[src/sv/egcd_pkg.sv]
package egcd_pkg;

  // Default word width of the operands and of every result field.
  localparam int unsigned DataWidthDefault = 32;

endpackage

[src/sv/egcd_div.sv]
// Restoring unsigned divider, one quotient bit per cycle, MSB first.
// While the quotient bits come out, two Horner accumulators form
// quotient * mul_x and quotient * mul_y modulo 2^DATA_WIDTH.
module egcd_div
  import egcd_pkg::*;
#(
  parameter int unsigned DATA_WIDTH = DataWidthDefault
) (
  input  logic                  clk_i,
  input  logic                  rst_ni,
  input  logic                  start_i,
  input  logic [DATA_WIDTH-1:0] dividend_i,
  input  logic [DATA_WIDTH-1:0] divisor_i,
  input  logic [DATA_WIDTH-1:0] mul_x_i,
  input  logic [DATA_WIDTH-1:0] mul_y_i,
  output logic                  done_o,
  output logic [DATA_WIDTH-1:0] rem_o,
  output logic [DATA_WIDTH-1:0] prod_x_o,
  output logic [DATA_WIDTH-1:0] prod_y_o
);

  localparam int unsigned CntW = $clog2(DATA_WIDTH + 1);

  logic [CntW-1:0]       cnt_q, cnt_d;
  logic                  busy_q, busy_d;
  logic                  done_q, done_d;
  logic [DATA_WIDTH-1:0] rem_q, rem_d;
  logic [DATA_WIDTH-1:0] dvd_q, dvd_d;
  logic [DATA_WIDTH-1:0] dvs_q, dvs_d;
  logic [DATA_WIDTH-1:0] mx_q, mx_d;
  logic [DATA_WIDTH-1:0] my_q, my_d;
  logic [DATA_WIDTH-1:0] px_q, px_d;
  logic [DATA_WIDTH-1:0] py_q, py_d;
  logic [DATA_WIDTH:0]   trial;
  logic [DATA_WIDTH:0]   diff;
  logic                  fits;

  // The partial remainder stays below the divisor, so it always fits in
  // DATA_WIDTH bits once the trial subtraction has been resolved.
  assign trial = {rem_q, dvd_q[DATA_WIDTH-1]};
  assign diff  = trial - {1'b0, dvs_q};
  assign fits  = (trial >= {1'b0, dvs_q});

  always_comb begin
    cnt_d  = cnt_q;
    busy_d = busy_q;
    done_d = 1'b0;
    rem_d  = rem_q;
    dvd_d  = dvd_q;
    dvs_d  = dvs_q;
    mx_d   = mx_q;
    my_d   = my_q;
    px_d   = px_q;
    py_d   = py_q;
    if (start_i) begin
      cnt_d  = CntW'(DATA_WIDTH);
      busy_d = 1'b1;
      rem_d  = '0;
      dvd_d  = dividend_i;
      dvs_d  = divisor_i;
      mx_d   = mul_x_i;
      my_d   = mul_y_i;
      px_d   = '0;
      py_d   = '0;
    end else if (busy_q) begin
      rem_d = fits ? diff[DATA_WIDTH-1:0] : trial[DATA_WIDTH-1:0];
      dvd_d = {dvd_q[DATA_WIDTH-2:0], 1'b0};
      px_d  = {px_q[DATA_WIDTH-2:0], 1'b0} + (fits ? mx_q : '0);
      py_d  = {py_q[DATA_WIDTH-2:0], 1'b0} + (fits ? my_q : '0);
      cnt_d = cnt_q - 1'b1;
      if (cnt_q == CntW'(1)) begin
        busy_d = 1'b0;
        done_d = 1'b1;
      end
    end
  end

  always_ff @(posedge clk_i or negedge rst_ni) begin
    if (!rst_ni) begin
      cnt_q  <= '0;
      busy_q <= 1'b0;
      done_q <= 1'b0;
    end else begin
      cnt_q  <= cnt_d;
      busy_q <= busy_d;
      done_q <= done_d;
    end
  end

  always_ff @(posedge clk_i) begin
    rem_q <= rem_d;
    dvd_q <= dvd_d;
    dvs_q <= dvs_d;
    mx_q  <= mx_d;
    my_q  <= my_d;
    px_q  <= px_d;
    py_q  <= py_d;
  end

  assign done_o   = done_q;
  assign rem_o    = rem_q;
  assign prod_x_o = px_q;
  assign prod_y_o = py_q;

endmodule

[src/sv/extended_gcd.sv]
// Extended Euclidean algorithm: gcd and Bezout coefficients of two signed words.
// The slave channel carries one transaction per problem, operand_a in the low
// half of s_axis_tdata and operand_b above it. The master channel returns one
// transaction with gcd_value, coef_x and coef_y, lowest field first, such that
// operand_a*coef_x + operand_b*coef_y equals gcd_value modulo 2^DATA_WIDTH.
// The block takes one problem at a time: s_axis_tready is high only while the
// sequencer is idle. Each Euclid step is one check state and then a run on the
// single bit-serial divider, which also forms both quotient products. The result
// goes into the output register, and the sequencer then returns to idle to take
// the next problem; 32-bit operands need at most about 46 Euclid steps.
// The finished result sits in an output register; a new problem is accepted
// while it waits, and the sequencer holds its next result until the receiver
// takes the previous one, so a stall on the master side never loses data.
// An asynchronous active-low reset returns the sequencer to idle and clears
// the output valid flag.
module extended_gcd
  import egcd_pkg::*;
#(
  parameter int unsigned DATA_WIDTH = DataWidthDefault,
  localparam int unsigned InW  = ((2 * DATA_WIDTH + 7) / 8) * 8,
  localparam int unsigned OutW = ((3 * DATA_WIDTH + 7) / 8) * 8
) (
  input  logic                  clk_i,
  input  logic                  rst_ni,
  input  logic                  s_axis_tvalid,
  output logic                  s_axis_tready,
  // Fields from bit 0: operand_a, operand_b, zero fill to whole bytes.
  input  logic [InW-1:0]        s_axis_tdata,
  output logic                  m_axis_tvalid,
  input  logic                  m_axis_tready,
  // Fields from bit 0: gcd_value, coef_x, coef_y, zero fill to whole bytes.
  output logic [OutW-1:0]       m_axis_tdata
);

  localparam int unsigned W    = DATA_WIDTH;

  localparam logic [1:0] StIdle  = 2'd0;
  localparam logic [1:0] StCheck = 2'd1;
  localparam logic [1:0] StDiv   = 2'd2;
  localparam logic [1:0] StFin   = 2'd3;

  logic [1:0]   state_q, state_d;
  logic [W-1:0] a_q, a_d, b_q, b_d;
  logic [W-1:0] xp_q, xp_d, yp_q, yp_d, xc_q, xc_d, yc_q, yc_d;
  logic         sa_q, sa_d, sb_q, sb_d;
  logic         ovalid_q, ovalid_d;
  logic [W-1:0] og_q, og_d, ox_q, ox_d, oy_q, oy_d;

  logic         div_start, div_done;
  logic [W-1:0] div_rem, div_px, div_py;
  logic [W-1:0] mag_a, mag_b;
  logic [W-1:0] rem_s, px_s, py_s;
  logic         out_free;

  assign mag_a    = a_q[W-1] ? (~a_q + 1'b1) : a_q;
  assign mag_b    = b_q[W-1] ? (~b_q + 1'b1) : b_q;
  assign out_free = !ovalid_q || m_axis_tready;

  // Signed fix-up of the unsigned division: the remainder follows the
  // dividend's sign, the quotient is negative when the signs differ.
  assign rem_s = sa_q ? (~div_rem + 1'b1) : div_rem;
  assign px_s  = (sa_q != sb_q) ? (~div_px + 1'b1) : div_px;
  assign py_s  = (sa_q != sb_q) ? (~div_py + 1'b1) : div_py;

  egcd_div #(
    .DATA_WIDTH(DATA_WIDTH)
  ) u_div (
    .clk_i     (clk_i),
    .rst_ni    (rst_ni),
    .start_i   (div_start),
    .dividend_i(mag_a),
    .divisor_i (mag_b),
    .mul_x_i   (xc_q),
    .mul_y_i   (yc_q),
    .done_o    (div_done),
    .rem_o     (div_rem),
    .prod_x_o  (div_px),
    .prod_y_o  (div_py)
  );

  always_comb begin
    state_d   = state_q;
    a_d       = a_q;
    b_d       = b_q;
    xp_d      = xp_q;
    yp_d      = yp_q;
    xc_d      = xc_q;
    yc_d      = yc_q;
    sa_d      = sa_q;
    sb_d      = sb_q;
    ovalid_d  = ovalid_q;
    og_d      = og_q;
    ox_d      = ox_q;
    oy_d      = oy_q;
    div_start = 1'b0;

    if (ovalid_q && m_axis_tready) begin
      ovalid_d = 1'b0;
    end

    case (state_q)
      StIdle: begin
        if (s_axis_tvalid) begin
          a_d     = s_axis_tdata[W-1:0];
          b_d     = s_axis_tdata[2*W-1:W];
          xp_d    = W'(1);
          yp_d    = '0;
          xc_d    = '0;
          yc_d    = W'(1);
          state_d = StCheck;
        end
      end
      StCheck: begin
        if (b_q == '0) begin
          state_d = StFin;
        end else begin
          sa_d      = a_q[W-1];
          sb_d      = b_q[W-1];
          div_start = 1'b1;
          state_d   = StDiv;
        end
      end
      StDiv: begin
        if (div_done) begin
          a_d     = b_q;
          b_d     = rem_s;
          xp_d    = xc_q;
          yp_d    = yc_q;
          xc_d    = xp_q - px_s;
          yc_d    = yp_q - py_s;
          state_d = StCheck;
        end
      end
      StFin: begin
        if (out_free) begin
          // A negative final value flips the signs of all three results.
          og_d     = a_q[W-1] ? (~a_q + 1'b1) : a_q;
          ox_d     = a_q[W-1] ? (~xp_q + 1'b1) : xp_q;
          oy_d     = a_q[W-1] ? (~yp_q + 1'b1) : yp_q;
          ovalid_d = 1'b1;
          state_d  = StIdle;
        end
      end
      default: begin
        state_d = StIdle;
      end
    endcase
  end

  always_ff @(posedge clk_i or negedge rst_ni) begin
    if (!rst_ni) begin
      state_q  <= StIdle;
      ovalid_q <= 1'b0;
    end else begin
      state_q  <= state_d;
      ovalid_q <= ovalid_d;
    end
  end

  always_ff @(posedge clk_i) begin
    a_q  <= a_d;
    b_q  <= b_d;
    xp_q <= xp_d;
    yp_q <= yp_d;
    xc_q <= xc_d;
    yc_q <= yc_d;
    sa_q <= sa_d;
    sb_q <= sb_d;
    og_q <= og_d;
    ox_q <= ox_d;
    oy_q <= oy_d;
  end

  assign s_axis_tready = (state_q == StIdle);
  assign m_axis_tvalid = ovalid_q;
  assign m_axis_tdata  = OutW'({oy_q, ox_q, og_q});

endmodule

[config.mk]
export PLATFORM = sky130hd
export DESIGN_NAME = extended_gcd
export DESIGN_NICKNAME = d
export VERILOG_FILES = /design/src/sv/egcd_pkg.sv /design/src/sv/egcd_div.sv /design/src/sv/extended_gcd.sv
export SDC_FILE = /design/constraint.sdc
export NUM_CORES = 1
export LEC_CHECK = 0
export BUFFER_PORTS_ARGS = -buffer_cell sky130_fd_sc_hd__buf_4
export CORE_MARGIN = 1
export CORE_UTILIZATION = 50
export CTS_CLUSTER_SIZE = 10
export DETAILED_ROUTE_END_ITERATION = 7
export PLACE_DENSITY = 0.67
export SLEW_MARGIN = 20
export SYNTH_ARGS = -nofsm -noshare
export SYNTH_HDL_FRONTEND = slang
export SYNTH_HIERARCHICAL = 1
export SYNTH_SLANG_ARGS = --single-unit
[constraint.sdc]
create_clock -name clk_i -period 13.7 [get_ports clk_i]
set_clock_uncertainty 0.15 [all_clocks]
set_input_delay 2.055 -clock clk_i [delete_from_list [all_inputs] [get_ports clk_i]]
set_output_delay 2.055 -clock clk_i [all_outputs]
set_load 0.05 [all_outputs]
* Word level (Yosys, flattened, before mapping) *
Cells that the tools add are included.

word-level totals
  logic and storage cells = 111
  output and inout port bits = 98
  input bits = 68
  register bits = 525

operators by class
  reductions and logical operators = 11
  magnitude comparators = 1
  $add $sub $neg = 13
  eq/ne operators = 8
  bitwise gates (word level) = 8
  muxes and demuxes = 46

operators with widths
  kind                     count
  $mux W32                 21
  $pmux W32 S2             6
  $add A32 B1 Y32 const B  7
  $not A32 Y32             7
  $sub A32 B32 Y32         3
  $add A32 B32 Y32         2
  $ge A33 B32 Y1           1
  $logic_not A32 Y1        1
  $mux W31                 1
  $mux W1                  12
  $mux W6                  2
  $pmux W2 S4              1
  $eq A6 B1 Y1 const B     1
  $mux W2                  3
  $reduce_and A3 Y1        2
  $sub A6 B1 Y6 const B    1
  $eq A2 B2 Y1 const B     2
  $ne A2 B2 Y1 const B     2
  $reduce_and A2 Y1        2
  $reduce_bool A2 Y1       2
  $eq A2 B1 Y1 const B     1
  $logic_not A2 Y1         1
  $ne A2 B1 Y1 const B     1
  $logic_and A1 B1 Y1      1
  other kinds (4)          4

* Longest topological paths before layout *
  depth after elaboration = 6
  mapped depth = 24
  depth with buffers taken out = 21

* Hierarchy *
Netlist, hierarchy kept.

modules (own cells, without submodules)
  module        instances  sequential area each (um2)  cells each  area each (um2)
  extended_gcd  1          8783.4                      1700        17678.2
  egcd_div      1          5965.7                      1260        12813.5

* Worst setup path after synthesis *
No wires, ideal clock.

  kind = input-to-reg
  start point = input s_axis_tvalid
  end point = register a_q[0], enable pin
  arrival = 10109 ps
  path buffers = 0
  library setup time = 748 ps
  required time = 12802 ps
  stages = 2
  setup slack = 2693 ps
  path through = mux2i_1 nor2_1

on the way
  word-level cells in the longest chain between the ends = 2

ends and longest elaborated chain
  item                         line                 text
  start, declared              extended_gcd.sv:25   input logic s_axis_tvalid,
  $ne A2 B2 Y1 (no line)       --
  $reduce_and A3 Y1 (no line)  --
  end signal, assigned         extended_gcd.sv:161  a_q <= a_d;
  end, declared                extended_gcd.sv:43   logic [W-1:0] a_q, a_d, b_q, b_d;

No other way between the ends.
A chain may end at the register's enable or synchronous reset.

* Worst setup path in the final report *
  start point = register u_div.rem_q[10] (netlist: u_div/rem_o[10])
  end point = register u_div.px_q[31] (netlist: u_div/prod_x_o[31])

on the way
  word-level cells in the longest chain between the ends = 3

ends and longest elaborated chain
  item                    line            text
  start, declared         egcd_div.sv:27  logic [DATA_WIDTH-1:0] rem_q, rem_d;
  start signal, assigned  egcd_div.sv:91  rem_q <= rem_d;
  $ge A33 B32 Y1          egcd_div.sv:42  assign fits = (trial >= {1'b0, dvs_q});
  $mux W32                egcd_div.sv:68  px_d = {px_q[DATA_WIDTH-2:0], 1'b0} + (fits ? mx_q : '0);
  $add A32 B32 Y32        egcd_div.sv:68
  end signal, assigned    egcd_div.sv:96  px_q <= px_d;
  end, declared           egcd_div.sv:32  logic [DATA_WIDTH-1:0] px_q, px_d;

No other way between the ends.

==> flow_metrics.py <==
metrics = {
    "outcome": {
        "status": "finished, final reports clean",
    },
    "yosys": {
        "synth_fp_nets": 3196,
        "synth_top_family_by_area": "simple AND/OR/NAND/NOR gates",
        "synth_seq_area_share": 0.484,
        "synthCells": 2960,
        "ys.flop_type": "edfxtp_1",
        "syn_area_per_cell_um2": 10.3,
        "synth_cell_types": 80,
        "synth_compound_area_frac": 0.144,
        "yosys.area_share.xor_xnor": 0.0985,
        "synth-adder-area-share": 0.0702,
        "synth-async-reset-ratio": 0.0210,
        "synth-seq-cells": 525,
        "synth-simple-area-share": 0.156,
        "ys_warn_count": 6,
        "muxShareOfSynthArea": 0.0240,
        "netlist_area_um2": 30500,
        "synth-edff-count": 418,
    },
    "setup_path": {
        "path_depth": 20,
        "critical_path.startpoint_type": "flop",
        "critPathMaxFanout": 78,
        "crit_slowest_cell": "buf_4",
        "timing.rr.end": "u_div/prod_x_o[31]",
        "r2r_cells": 20,
        "worst_ep_arrival_time_ps": 6740,
        "worst-r2r-setup-slack_ps": 7280,
        "max_stage_delay_ps": 720,
        "r2r_start": "u_div/rem_o[10]",
        "critPathKind": "flop to flop",
        "worstPathCellList": "ha_1 -> nand3_2 -> or3_1 -> nor4_1 -> or3_1 -> o221ai_2 -> o211ai_4 -> buf_4 -> and2_1 -> ha_1 -> a211oi_2 -> o21bai_1 -> a21o_1 -> a221oi_1 -> a31oi_1 -> a211oi_1 -> o211ai_1 -> a2111oi_0 -> o21bai_1 -> nor3_1",
        "path_delay_family": "compound AO/OA/AOI/OAI gates",
        "required_ps": 14020,
        "crit_path_end_kind": "flop",
        "critPathBufInv": 1,
    },
    "finish": {
        "final_cell_mix": "edfxtp_1, nand2_1, xnor2_1, nor2_1, o21ai_0",
        "fillCellCount": 5126,
        "area_growth_pct": 12.8,
        "nets": 3347,
        "seq_area_um2": 14800,
        "stdcell_area_um2": 34400,
        "layout-drive-gt1-share": 0.107,
        "fin_util": 0.570,
        "layout_commonest_cell": "edfxtp_1",
        "multi_input_area_um2": 15100,
    },
    "sta": {
        "setup_slack_ps": 7280,
        "maxSlewHeadroom": 0.303,
        "finalCriticalPeriod_ps": 6420,
        "rsz0062_at_grt": "false",
        "tightest_slew_ps": 1050,
        "fmax_mhz": 156,
        "period_share": 0.469,
        "tns_ps": 0,
        "slew_viol_final": 0,
        "hold_viol": 0,
        "whs_ps": 293,
        "setup-violations-final": 0,
    },
    "power_and_ir_drop": {
        "ir_drop_uv": 265,
        "p_leak_uw": 0.0134,
        "p_seq_frac": 0.308,
        "p_comb_frac": 0.545,
        "p_int_uw": 5710,
        "power.density_nw_per_um2": 296,
        "netSwitchingFraction": 0.440,
        "p_switching_uw": 4490,
        "clock_power_share": 0.147,
    },
    "cts": {
        "cts_tree": "yes",
        "cts_root_buf": "clkbuf_16",
        "insertion_delay_ps": 640,
        "ctsHoldBuffers": 0,
        "clkTransAtPathRegs_ps": 60,
        "ctsResizeCount": 0,
        "numCtsBuffers": 60,
        "cts_buffer_depth": 3,
        "clock-sinks": 525,
        "htreeDepth": 2,
        "postCtsSetupBuffers": 0,
    },
    "placed_design": {
        "numPortBuffers": 165,
        "dp_hpwl_mm": 54.5,
        "gp_congestion": 0.939,
        "pre_cts_slack_ps": 7410,
        "place_area_um2": 32600,
    },
    "die": {
        "fp.dieW_um": 249,
        "die_area_um2": 62000,
        "core_um2": 60400,
        "die_y_um": 249,
        "placement_rows": 90,
        "start_util": 0.505,
        "io_pins": 166,
    },
    "global_routing": {
        "overflow": 0,
        "antenna_found_initial": 2,
        "grt_pass1_vias": 22682,
        "grt_pass1_wl_mm": 124,
        "grt_max_degree": 87,
        "grtUsageTotal": 0.249,
    },
    "detailed_routing": {
        "viasPerCell": 5.89,
        "drt_iter0_markers": 1720,
        "vias": 23238,
        "drc_errors": 0,
        "wl_per_cell_um": 19.7,
        "first_pass_iters": 5,
        "ant_nets": 0,
        "routed_wl_mm": 77.8,
    },
    "min_path": {
        "hold_start": "yc_q[18]",
        "hold_class": "flop to flop",
        "hold_end": "u_div/my_q[18]",
        "min_path_cells": 0,
    },
    "flow_run": {
        "maxCapViolations": 0,
    },
}
## sequential cells by signal, indices dropped and copies added, names as in the netlist, 6 cells and up
| register | flops |
|---|---|
| a_q | 32 |
| yc_q | 32 |
| u_div/my_q | 32 |
| yp_q | 32 |
| og_q | 32 |
| ox_q | 32 |
| u_div/cnt_q | 6 |
| u_div/rem_o | 32 |
| oy_q | 32 |
| xc_q | 32 |
| xp_q | 32 |
| b_q | 32 |
| u_div/mx_q | 32 |
| u_div/dvd_q | 32 |
| u_div/prod_y_o | 32 |
| u_div/dvs_q | 32 |
| u_div/prod_x_o | 32 |
## routing by layer
| layer | wire [um] | part of all wire | track usage |
|---|---|---|---|
| met4 | 1630 | 0.021 | 0.0669 |
| met1 | 35900 | 0.46 | 0.356 |
| met2 | 35800 | 0.46 | 0.403 |
| met3 | 4430 | 0.057 | 0.0276 |
| met5 | 0 | 0 | 0 |
## worst max-delay path by stage
stage	startpoint	to
after floorplan	s_axis_tvalid	a_q[0]
after global placement	u_div/rem_o[10]	u_div/prod_x_o[31]
after detailed placement	u_div/rem_o[10]	u_div/prod_x_o[31]
after CTS	u_div/rem_o[10]	u_div/prod_x_o[31]
after global routing	u_div/rem_o[10]	u_div/prod_x_o[31]
final	u_div/rem_o[10]	u_div/prod_x_o[31]
## cell usage after synthesis, types with 6 or more instances
cell type / instances / area [um2]
a2111oi_0: 6 / 52.6
a211oi_1: 20 / 150
a21o_1: 58 / 435
a21oi_1: 185 / 926
a311oi_1: 16 / 140
a31oi_1: 19 / 119
and2_1: 137 / 857
and3_1: 22 / 138
buf_1: 7 / 26.3
buf_2: 6 / 30.0
clkbuf_1: 87 / 327
dfrtp_1: 11 / 275
dfxtp_1: 96 / 1920
edfxtp_1: 418 / 12600
ha_1: 163 / 2040
inv_1: 92 / 345
mux2_2: 32 / 360
mux2i_1: 37 / 370
nand2_1: 319 / 1200
nand2b_1: 34 / 213
nand3_1: 39 / 195
nand4_1: 16 / 100
nor2_1: 216 / 811
nor2b_1: 27 / 169
nor3_1: 38 / 190
nor3b_1: 10 / 75.1
nor4_1: 17 / 106
o211ai_1: 13 / 97.6
o21a_1: 10 / 75.1
o21ai_0: 195 / 976
o21bai_1: 15 / 113
o22ai_1: 6 / 37.5
o31ai_1: 53 / 398
o41ai_1: 28 / 245
or2_2: 16 / 100
or3_1: 43 / 269
or4_1: 24 / 180
xnor2_1: 226 / 1980
xor2_1: 117 / 1020
## through the flow
stage / total power, uW / cells
detailed placement: 8620 / 3830
global placement: 8490 / 3830
global route: 11000 / 3945
floorplan: 7300 / 2960
CTS: 10200 / 3944
finish: 10200 / 3946
## power by group through the flow
stage | registers (uW) | logic (uW) | clock network [uW]
after floorplan | 3240 | 4070 | 0
after global placement | 3130 | 5360 | 0
after global routing | 3210 | 6170 | 1590
after detailed placement | 3150 | 5470 | 0
final | 3130 | 5560 | 1500
after CTS | 3130 | 5520 | 1530
## layout make-up
type,count,share of cell area
Multi-Input combinational cell,2243,0.439
Timing Repair Buffer,189,0.0416
Tap cell,782,0.0284
Antenna cell,1,0.0000728
Clock inverter,5,0.00160
Inverter,92,0.0100
Clock buffer,109,0.0507
Sequential cell,525,0.429
## cells by family after synthesis
group	after synthesis
AO/OA/AOI/OAI	689
buffers and inverters	192
adder cells (fa/ha/maj)	168
XOR/XNOR	343
AND/OR/NAND/NOR	974
flip-flops	525
multiplexers	69
Power figures use the tool's default switching activity.
